===== src/rtl/core/lslf_pkg.sv =====
// Package: types, constants and command/status structs of the line-fit block.
`timescale 1ns / 1ps
`default_nettype none
package lslf_pkg;

	localparam int unsigned MAX_POINTS_DEF = 1024;
	localparam int unsigned X_W            = 16;
	localparam int unsigned OUT_W          = 48;
	localparam int unsigned PCNT_W         = 11;
	localparam int unsigned SLOPE_SHIFT    = 16;
	localparam int unsigned ICPT_SHIFT     = 8;

	typedef struct packed {
		logic signed [X_W-1:0] x_value;
		logic signed [X_W-1:0] y_value;
		logic                  last_point;
	} lslf_in_t;

	typedef struct packed {
		logic signed [OUT_W-1:0] slope;
		logic signed [OUT_W-1:0] intercept;
		logic [PCNT_W-1:0]       point_count;
		logic                    degenerate;
		logic                    overflowed;
	} lslf_out_t;

	// product terms, in evaluation order; odd members are subtracted
	typedef enum logic [2:0] {
		P_N_XX = 3'd0,
		P_X_X  = 3'd1,
		P_N_XY = 3'd2,
		P_X_Y  = 3'd3,
		P_Y_XX = 3'd4,
		P_X_XY = 3'd5
	} lslf_prod_t;

	typedef enum logic [2:0] {
		ST_IDLE,
		ST_MLOAD,
		ST_MRUN,
		ST_PAIR,
		ST_DLOAD,
		ST_DRUN,
		ST_DSAVE,
		ST_DONE
	} lslf_state_t;

	typedef struct packed {
		logic       accum;
		logic       clear_sums;
		lslf_prod_t sel;
		logic       mul_load;
		logic       mul_sub;
		logic       acc_clr;
		logic       mul_step;
		logic       save_delta;
		logic       div_load;
		logic       div_step;
		logic       div_save;
		logic       div_slope;
	} lslf_cmd_t;

	typedef struct packed {
		logic delta_zero;
	} lslf_stat_t;

endpackage
`default_nettype wire


===== src/rtl/core/lslf_datapath.sv =====
// Datapath: running sums, shift-add multiply-accumulate, restoring divider, results.
`timescale 1ns / 1ps
`default_nettype none
module lslf_datapath #(
	parameter int unsigned MAX_POINTS = lslf_pkg::MAX_POINTS_DEF
) (
	input  wire logic               clk,
	input  wire logic               arst_n,
	input  wire lslf_pkg::lslf_in_t  point,
	input  wire lslf_pkg::lslf_cmd_t cmd,
	output lslf_pkg::lslf_stat_t     stat,
	output lslf_pkg::lslf_out_t      result
);
	import lslf_pkg::*;

	localparam int unsigned CNT_W = $clog2(MAX_POINTS + 1);
	localparam int unsigned SX_W  = X_W + CNT_W;
	localparam int unsigned SXY_W = 2 * X_W - 1 + CNT_W;
	localparam int unsigned AW    = 3 * X_W + 2 * CNT_W;
	localparam int unsigned DW    = 2 * X_W - 2 + 2 * CNT_W;
	localparam int unsigned NW    = AW + ICPT_SHIFT;
	localparam logic [NW-1:0] LIM = NW'(1) << (OUT_W - 1);

	logic signed [SX_W-1:0]    sum_x_q, sum_y_q;
	logic signed [SXY_W-1:0]   sum_xy_q, sum_xx_q;
	logic [CNT_W-1:0]          count_q;
	logic                      drop_q;
	logic signed [2*X_W-1:0]   xy_prod, xx_prod;

	logic signed [SXY_W-1:0]   a_op;
	logic signed [SX_W-1:0]    b_op;
	logic [SXY_W-1:0]          a_mag;
	logic [SX_W-1:0]           b_mag;
	logic [AW-1:0]             mul_a_q;
	logic [SX_W-1:0]           mul_b_q;
	logic                      mul_neg_q;
	logic signed [AW-1:0]      acc_q;
	logic [AW-1:0]             acc_mag;

	logic [NW-1:0]             num_q;
	logic [DW-1:0]             rem_q, delta_q;
	logic                      dneg_q;
	logic [DW:0]               trial;
	logic                      ge;
	logic [NW-1:0]             q_neg;
	logic [OUT_W-1:0]          sat_val;

	logic signed [OUT_W-1:0]   slope_q, icpt_q;
	logic                      degen_q;

	assign xy_prod = point.x_value * point.y_value;
	assign xx_prod = point.x_value * point.x_value;

	always_ff @(posedge clk or negedge arst_n) begin
		if (!arst_n) begin
			sum_x_q  <= '0;
			sum_y_q  <= '0;
			sum_xy_q <= '0;
			sum_xx_q <= '0;
			count_q  <= '0;
			drop_q   <= 1'b0;
		end else if (cmd.clear_sums) begin
			sum_x_q  <= '0;
			sum_y_q  <= '0;
			sum_xy_q <= '0;
			sum_xx_q <= '0;
			count_q  <= '0;
			drop_q   <= 1'b0;
		end else if (cmd.accum) begin
			if (count_q < CNT_W'(MAX_POINTS)) begin
				sum_x_q  <= sum_x_q + SX_W'(point.x_value);
				sum_y_q  <= sum_y_q + SX_W'(point.y_value);
				sum_xy_q <= sum_xy_q + SXY_W'(xy_prod);
				sum_xx_q <= sum_xx_q + SXY_W'(xx_prod);
				count_q  <= count_q + CNT_W'(1);
			end else begin
				drop_q <= 1'b1;
			end
		end
	end

	// operand pairs; b is always the narrow one
	always_comb begin
		unique case (cmd.sel)
			P_N_XX: begin
				a_op = sum_xx_q;
				b_op = $signed(SX_W'(count_q));
			end
			P_X_X: begin
				a_op = SXY_W'(sum_x_q);
				b_op = sum_x_q;
			end
			P_N_XY: begin
				a_op = sum_xy_q;
				b_op = $signed(SX_W'(count_q));
			end
			P_X_Y: begin
				a_op = SXY_W'(sum_y_q);
				b_op = sum_x_q;
			end
			P_Y_XX: begin
				a_op = sum_xx_q;
				b_op = sum_y_q;
			end
			P_X_XY: begin
				a_op = sum_xy_q;
				b_op = sum_x_q;
			end
			default: begin
				a_op = '0;
				b_op = '0;
			end
		endcase
	end

	assign a_mag   = a_op[SXY_W-1] ? SXY_W'(-a_op) : SXY_W'(a_op);
	assign b_mag   = b_op[SX_W-1] ? SX_W'(-b_op) : SX_W'(b_op);
	assign acc_mag = acc_q[AW-1] ? AW'(-acc_q) : AW'(acc_q);

	assign stat.delta_zero = acc_q[AW-1] || (acc_q == '0);

	always_ff @(posedge clk) begin
		if (cmd.mul_load) begin
			mul_a_q   <= AW'(a_mag);
			mul_b_q   <= b_mag;
			mul_neg_q <= a_op[SXY_W-1] ^ b_op[SX_W-1] ^ cmd.mul_sub;
			if (cmd.acc_clr) begin
				acc_q <= '0;
			end
		end else if (cmd.mul_step) begin
			if (mul_b_q[0]) begin
				acc_q <= mul_neg_q ? acc_q - $signed(mul_a_q) : acc_q + $signed(mul_a_q);
			end
			mul_a_q <= mul_a_q << 1;
			mul_b_q <= mul_b_q >> 1;
		end
	end

	assign trial = {rem_q, num_q[NW-1]};
	assign ge    = trial >= {1'b0, delta_q};

	always_ff @(posedge clk) begin
		if (cmd.save_delta) begin
			delta_q <= acc_q[DW-1:0];
		end
		if (cmd.div_load) begin
			num_q  <= NW'(acc_mag) << (cmd.div_slope ? SLOPE_SHIFT : ICPT_SHIFT);
			rem_q  <= '0;
			dneg_q <= acc_q[AW-1];
		end else if (cmd.div_step) begin
			rem_q <= ge ? DW'(trial - {1'b0, delta_q}) : DW'(trial);
			num_q <= {num_q[NW-2:0], ge};
		end
	end

	// saturate the quotient to signed 48 bits
	assign q_neg = '0 - num_q;
	always_comb begin
		if (dneg_q) begin
			sat_val = (num_q > LIM) ? OUT_W'(LIM) : q_neg[OUT_W-1:0];
		end else begin
			sat_val = (num_q >= LIM) ? OUT_W'(LIM - NW'(1)) : num_q[OUT_W-1:0];
		end
	end

	always_ff @(posedge clk) begin
		if (cmd.save_delta) begin
			slope_q <= '0;
			icpt_q  <= '0;
			degen_q <= stat.delta_zero;
		end else if (cmd.div_save) begin
			if (cmd.div_slope) begin
				slope_q <= $signed(sat_val);
			end else begin
				icpt_q <= $signed(sat_val);
			end
		end
	end

	assign result.slope       = slope_q;
	assign result.intercept   = icpt_q;
	assign result.point_count = PCNT_W'(count_q);
	assign result.degenerate  = degen_q;
	assign result.overflowed  = drop_q;

endmodule
`default_nettype wire


===== src/rtl/core/lslf_ctrl.sv =====
// Controller: sequences accumulation, the six products, and the two divisions.
`timescale 1ns / 1ps
`default_nettype none
module lslf_ctrl #(
	parameter int unsigned MAX_POINTS = lslf_pkg::MAX_POINTS_DEF
) (
	input  wire logic                clk,
	input  wire logic                arst_n,
	input  wire logic                start,
	input  wire logic                last_point,
	input  wire lslf_pkg::lslf_stat_t stat,
	output logic                     busy,
	output logic                     done,
	output lslf_pkg::lslf_cmd_t       cmd
);
	import lslf_pkg::*;

	localparam int unsigned CNT_W = $clog2(MAX_POINTS + 1);
	localparam int unsigned SX_W  = X_W + CNT_W;
	localparam int unsigned NW    = 3 * X_W + 2 * CNT_W + ICPT_SHIFT;
	localparam int unsigned CTR_W = $clog2(NW);

	lslf_state_t      state_q, state_d;
	lslf_prod_t       prod_q, prod_d, prod_next;
	logic [CTR_W-1:0] cnt_q, cnt_d;
	logic             sub;

	assign sub = (prod_q == P_X_X) || (prod_q == P_X_Y) || (prod_q == P_X_XY);

	always_comb begin
		unique case (prod_q)
			P_N_XX:  prod_next = P_X_X;
			P_N_XY:  prod_next = P_X_Y;
			P_Y_XX:  prod_next = P_X_XY;
			default: prod_next = prod_q;
		endcase
	end

	always_ff @(posedge clk or negedge arst_n) begin
		if (!arst_n) begin
			state_q <= ST_IDLE;
			prod_q  <= P_N_XX;
			cnt_q   <= '0;
		end else begin
			state_q <= state_d;
			prod_q  <= prod_d;
			cnt_q   <= cnt_d;
		end
	end

	always_comb begin
		cmd           = '0;
		cmd.sel       = prod_q;
		cmd.mul_sub   = sub;
		cmd.acc_clr   = !sub;
		cmd.div_slope = (prod_q == P_X_Y);
		state_d       = state_q;
		prod_d        = prod_q;
		cnt_d         = cnt_q;
		busy          = 1'b1;
		done          = 1'b0;
		unique case (state_q)
			ST_IDLE: begin
				busy      = 1'b0;
				cmd.accum = start;
				if (start && last_point) begin
					prod_d  = P_N_XX;
					state_d = ST_MLOAD;
				end
			end
			ST_MLOAD: begin
				cmd.mul_load = 1'b1;
				cnt_d        = '0;
				state_d      = ST_MRUN;
			end
			ST_MRUN: begin
				cmd.mul_step = 1'b1;
				cnt_d        = CTR_W'(cnt_q + 1'b1);
				if (cnt_q == CTR_W'(SX_W - 1)) begin
					if (sub) begin
						state_d = ST_PAIR;
					end else begin
						prod_d  = prod_next;
						state_d = ST_MLOAD;
					end
				end
			end
			ST_PAIR: begin
				if (prod_q == P_X_X) begin
					cmd.save_delta = 1'b1;
					if (stat.delta_zero) begin
						state_d = ST_DONE;
					end else begin
						prod_d  = P_N_XY;
						state_d = ST_MLOAD;
					end
				end else begin
					state_d = ST_DLOAD;
				end
			end
			ST_DLOAD: begin
				cmd.div_load = 1'b1;
				cnt_d        = '0;
				state_d      = ST_DRUN;
			end
			ST_DRUN: begin
				cmd.div_step = 1'b1;
				cnt_d        = CTR_W'(cnt_q + 1'b1);
				if (cnt_q == CTR_W'(NW - 1)) begin
					state_d = ST_DSAVE;
				end
			end
			ST_DSAVE: begin
				cmd.div_save = 1'b1;
				if (prod_q == P_X_Y) begin
					prod_d  = P_Y_XX;
					state_d = ST_MLOAD;
				end else begin
					state_d = ST_DONE;
				end
			end
			ST_DONE: begin
				done           = 1'b1;
				cmd.clear_sums = 1'b1;
				state_d        = ST_IDLE;
			end
		endcase
	end

	a_done_busy: assert property (@(posedge clk) disable iff (!arst_n) done |-> busy)
		else $error("result strobe outside a fit");
	a_done_single: assert property (@(posedge clk) disable iff (!arst_n) done |=> !done)
		else $error("result strobe longer than one cycle");
	a_plain_request: assert property (@(posedge clk) disable iff (!arst_n)
		(start && !busy && !last_point) |=> !busy)
		else $error("busy after a request that does not end the set");
	a_last_request: assert property (@(posedge clk) disable iff (!arst_n)
		(start && !busy && last_point) |=> (busy && !done))
		else $error("fit not started after the final request");
	a_one_unit: assert property (@(posedge clk) disable iff (!arst_n)
		!(cmd.mul_step && cmd.div_step) && !(cmd.accum && busy))
		else $error("conflicting datapath commands");

endmodule
`default_nettype wire


===== src/rtl/core/least_squares_line_fit.sv =====
// Top level of the least-squares straight-line fit block.
//
//  channel   ports                      direction  handshake
//  request   start, busy, point         in         accepted when start && !busy
//  result    done, result               out        valid for the single cycle done is high
//
// A request without last_point is absorbed while busy stays low.
// A request with last_point starts the fit; busy then stays high while the
//   bit-serial multiplier forms the six products and the one-bit-per-cycle
//   divider forms the slope and then the intercept; a degenerate set ends
//   once the first pair of products gives a delta of zero or below. done
//   marks the last busy cycle.
// Reset clears all sums; the result side cannot stall.
`timescale 1ns / 1ps
`default_nettype none
module least_squares_line_fit #(
	parameter int unsigned MAX_POINTS = lslf_pkg::MAX_POINTS_DEF
) (
	input  wire logic               clk,
	input  wire logic               arst_n,
	input  wire logic               start,
	output logic                    busy,
	input  wire lslf_pkg::lslf_in_t  point,
	output logic                    done,
	output lslf_pkg::lslf_out_t      result
);
	import lslf_pkg::*;

	lslf_cmd_t  cmd;
	lslf_stat_t stat;

	lslf_ctrl #(
		.MAX_POINTS(MAX_POINTS)
	) u_ctrl (
		.clk       (clk),
		.arst_n    (arst_n),
		.start     (start),
		.last_point(point.last_point),
		.stat      (stat),
		.busy      (busy),
		.done      (done),
		.cmd       (cmd)
	);

	lslf_datapath #(
		.MAX_POINTS(MAX_POINTS)
	) u_datapath (
		.clk   (clk),
		.arst_n(arst_n),
		.point (point),
		.cmd   (cmd),
		.stat  (stat),
		.result(result)
	);

endmodule
`default_nettype wire


===== config.mk =====
export PLATFORM = sky130hd
export DESIGN_NAME = least_squares_line_fit
export DESIGN_NICKNAME = d
export VERILOG_FILES = /design/src/rtl/core/lslf_pkg.sv /design/src/rtl/core/lslf_datapath.sv /design/src/rtl/core/lslf_ctrl.sv /design/src/rtl/core/least_squares_line_fit.sv
export SDC_FILE = /design/constraint.sdc
export NUM_CORES = 2
export LEC_CHECK = 0
export BUFFER_PORTS_ARGS = -buffer_cell sky130_fd_sc_hd__buf_2
export CORE_MARGIN = 1.5
export CORE_UTILIZATION = 56
export DETAILED_ROUTE_END_ITERATION = 7
export GPL_ROUTABILITY_DRIVEN = 0
export PLACE_DENSITY = 0.75
export SKIP_LAST_GASP = 1
export SLEW_MARGIN = 20
export SYNTH_ARGS = -nofsm -noshare
export SYNTH_HDL_FRONTEND = slang
export SYNTH_HIERARCHICAL = 1
export SYNTH_SLANG_ARGS = --single-unit

===== constraint.sdc =====
create_clock -name clk -period 7.12 [get_ports clk]
set_input_delay 0.356 -clock clk [delete_from_list [all_inputs] [get_ports clk]]
set_output_delay 0.356 -clock clk [all_outputs]
set_load 0.01 [all_outputs]

==> reports/metrics.yaml <==
clock_tree:
  cts-buffers-inserted: 72
  clk_latency_ns: 0.69
  holdBufCountCts: 1
  post_cts_buffers: 0
  post_cts_resized: 0
  clk_path_buf_depth: 3
  htreeDepth: 3
  cts_tree: "built"
  root_buffer: "clkbuf_16"
  cts.clk_slew.worst_paths_ns: 0.06
  cts_num_sinks: 611
die:
  fp.dieW_microns: 346
  pin_count: 147
  rows: 125
  dieArea_sq_mm: 0.119
  initial_utilization_pct: 56.5
  core_area_sq_mm: 0.116
  fp.dieH_microns: 346
place:
  dp_hpwl_microns: 144000
  io_buffers: 146
  placedInstanceArea_sq_mm: 0.0686
pwr:
  switching_share_pct: 48.0
  power.density_mw_per_mm2: 466
  p_seq_share_pct: 11.0
  p_comb_share_pct: 76.9
  clkPwrFrac_pct: 12.1
  power_switching_mw: 15.9
  finalPower_mw: 33.2
  power_leakage_nw: 32.1
  p_int_mw: 17.2
  vdd_drop_max_v: 0.000645
finish:
  final_util_pct: 61.2
  n_antenna_cell: 0
  final_area_sq_mm: 0.0712
  nets: 8583
  drive_gt1_share_pct: 8.34
  most-common-layout-cells: "inv_1 (989), nand2_1 (744), fa_1 (644)"
  mostFrequentLayoutCell: "inv_1"
  syn_to_final_growth_pct: 8.30
worst_setup_path:
  cp.depth: 27
  worst_setup_path_start_kind: "input port"
  endpoint: "u_datapath/sum_xx_q[41]"
  worstPathArrival_ns: 7.35
  end_kind: "register"
  path_buf_inv: 10
  rr_endpoint: "u_datapath/acc_q[48]"
  r2r_setup_slack_ns: 0.83
  crit_path_frequent_cell: "inv_1"
  crit_fanout: 10
  rr_startpoint: "u_datapath/mul_a_q[7]"
  slowest_stage: "fa_1"
  crit_start: "point[29]"
  critical_path_class: "in -> reg"
  crit_family: "adder cells"
  cp_slowest_stage_delay_ns: 0.56
  rr_worst_depth: 18
  required_ns: 7.71
sta:
  slew_headroom_pct: 29.9
  finalCritPeriodShare_pct: 94.9
  fin_crit_ns: 6.76
  drv_slew: 0
  fin_skew_ns: 0.0541
  rsz0062_at_grt: "false"
  worst_pin_slew_ns: 1.05
  setup-tns-final_ns: 0
  fmax_mhz: 148
  finalSetupViolCount: 0
  finalHoldViolCount: 0
  hold_slack_ns: 0.249
synthesis:
  synth_top_area_cell: "fa_1"
  yosysWarningCount: 6
  ys_seq_area_share_pct: 24.0
  synth_nets: 8536
  synthArstFlopShare_pct: 26.7
  syn_area_per_cell_sq_um: 8.86
  synth_cells: 7416
  synth_ff_type: "edfxtp_1"
  synth_edf_count: 272
  synthesis.area_sq_mm: 0.0657
  ys_types: 112
  synth_top_area_share_pct: 19.7
  synth_area_leaders: "fa_1 (20%), edfxtp_1 (12%), ha_1 (8.3%)"
  synth_seq_cells: 611
global_route:
  grt_overflow: 0
  grt_antenna_before_repair: 6
  grt_pass1_vias: 54600
  grt_max_degree: 145
  grt_pass1_wl_microns: 297000
  grtUsageTotal_pct: 30.8
routing:
  drc: 0
  via_per_inst: 6.09
  first_pass_iters: 6
  wl_per_cell_microns: 20.5
  dr.first_iter.drc_count: 5913
  drtAntennaViolNets: 0
  vias: 55100
  wl_microns: 185000
run_status:
  status: "finished clean"
min_path:
  min_path_type: "in -> reg"
  hp-start: "point[0]"
job:
  cap_viol_max_count: 0
-- registers in the layout, indices dropped and copies added (netlist names) --
name,flops
u_datapath/slope_q,48
u_datapath/icpt_q,48
u_datapath/sum_x_q,27
u_datapath/count_q,11
u_datapath/dneg_q,1
u_datapath/mul_neg_q,1
u_datapath/rem_q,52
u_datapath/sum_xy_q,42
u_datapath/mul_b_q,27
u_datapath/sum_xx_q,42
u_ctrl/state_q,3
u_datapath/delta_q,52
u_ctrl/prod_q,3
u_ctrl/cnt_q,7
u_datapath/mul_a_q,70
u_datapath/acc_q,70
u_datapath/sum_y_q,27
u_datapath/degen_q,1
u_datapath/num_q,78
u_datapath/drop_q,1
-- stage by stage --
step                cells  worst slack, ns
floorplan            7416           0.0109
global placement     8912          -0.0128
detailed placement   8912          -0.0831
CTS                  9045            0.511
global route         9045            0.186
finish               9045            0.362
-- worst min path at each step --
stage	to	slack [ns]	cells after the start
2_1_floorplan	u_ctrl/cnt_q[0]	0.06	0
3_3_place_gp	u_datapath/icpt_q[23]	0.44	2
3_5_place_dp	u_datapath/icpt_q[33]	0.45	2
4_1_cts	u_ctrl/state_q[0]	0.22	4
5_1_grt	u_ctrl/state_q[0]	0.26	4
6_report	u_ctrl/state_q[0]	0.25	4
-- final cells by class --
class	instances	area, sq um
Multi-Input combinational cell	5442	44800
Sequential cell	611	15800
Clock buffer	97	2020
Inverter	996	3740
Tap cell	1524	1910
Clock inverter	35	578
Fill cell	9835	45200
Timing Repair Buffer	340	2330
-- cell usage after synthesis, types with 15 or more instances --
| cell type | number |
|---|---|
| a211oi_1 | 146 |
| a21boi_0 | 16 |
| a21o_1 | 155 |
| a21oi_1 | 522 |
| a221o_1 | 20 |
| a221oi_1 | 36 |
| a22oi_1 | 31 |
| a31o_2 | 17 |
| a31oi_1 | 82 |
| and2_1 | 202 |
| and3_1 | 48 |
| buf_1 | 25 |
| buf_2 | 22 |
| clkbuf_1 | 302 |
| dfrtp_1 | 163 |
| dfxtp_1 | 176 |
| edfxtp_1 | 272 |
| fa_1 | 648 |
| ha_1 | 436 |
| inv_1 | 990 |
| mux2_2 | 72 |
| mux2i_1 | 96 |
| nand2_1 | 744 |
| nand2b_1 | 34 |
| nand3_1 | 88 |
| nand3b_1 | 16 |
| nand4_1 | 62 |
| nor2_1 | 558 |
| nor2b_1 | 59 |
| nor3_1 | 107 |
| nor4_1 | 35 |
| o211ai_1 | 21 |
| o21a_1 | 48 |
| o21ai_0 | 254 |
| o21bai_1 | 52 |
| o221ai_1 | 24 |
| o22ai_1 | 25 |
| o2bb2ai_1 | 22 |
| o31ai_1 | 36 |
| o41ai_1 | 15 |
| or2_2 | 16 |
| or3_1 | 35 |
| or4_1 | 16 |
| xnor2_1 | 276 |
| xor2_1 | 160 |
-- worst min-delay path, cell delays in order --
cell and delay [ns]:
buf_2 0.07, and3b_1 0.21, nor3_1 0.06, a22oi_1 0.15
-- metal layers --
layer	global-route usage [%]	vias to the layer above	routed length [microns]
met1	41.5	26900	75700
li1	-	25200	-
met3	5.30	422	17200
met5	0	-	38
met4	10.5	8	6460
met2	50.2	2517	85900
-- power groups by stage --
stage	Clock [mW]	Combinational, mW	Sequential, mW
after floorplan	0	18.3	3.72
after global placement	0	24.5	3.72
after detailed placement	0	25.1	3.72
after CTS	4.06	25.3	3.65
after global routing	4.22	28.6	3.64
final	4.02	25.5	3.65
-- cells by family after synthesis --
family / after synthesis / share of synthesized area (%)
flops: 611 / 24.0
compound gates: 1662 / 16.4
simple gates: 2090 / 15.1
buf+inv: 1363 / 7.95
xor+xnor: 436 / 5.81
fa+ha+maj: 1084 / 28.0
mux: 170 / 2.74
Power figures use the tool's default switching activity.
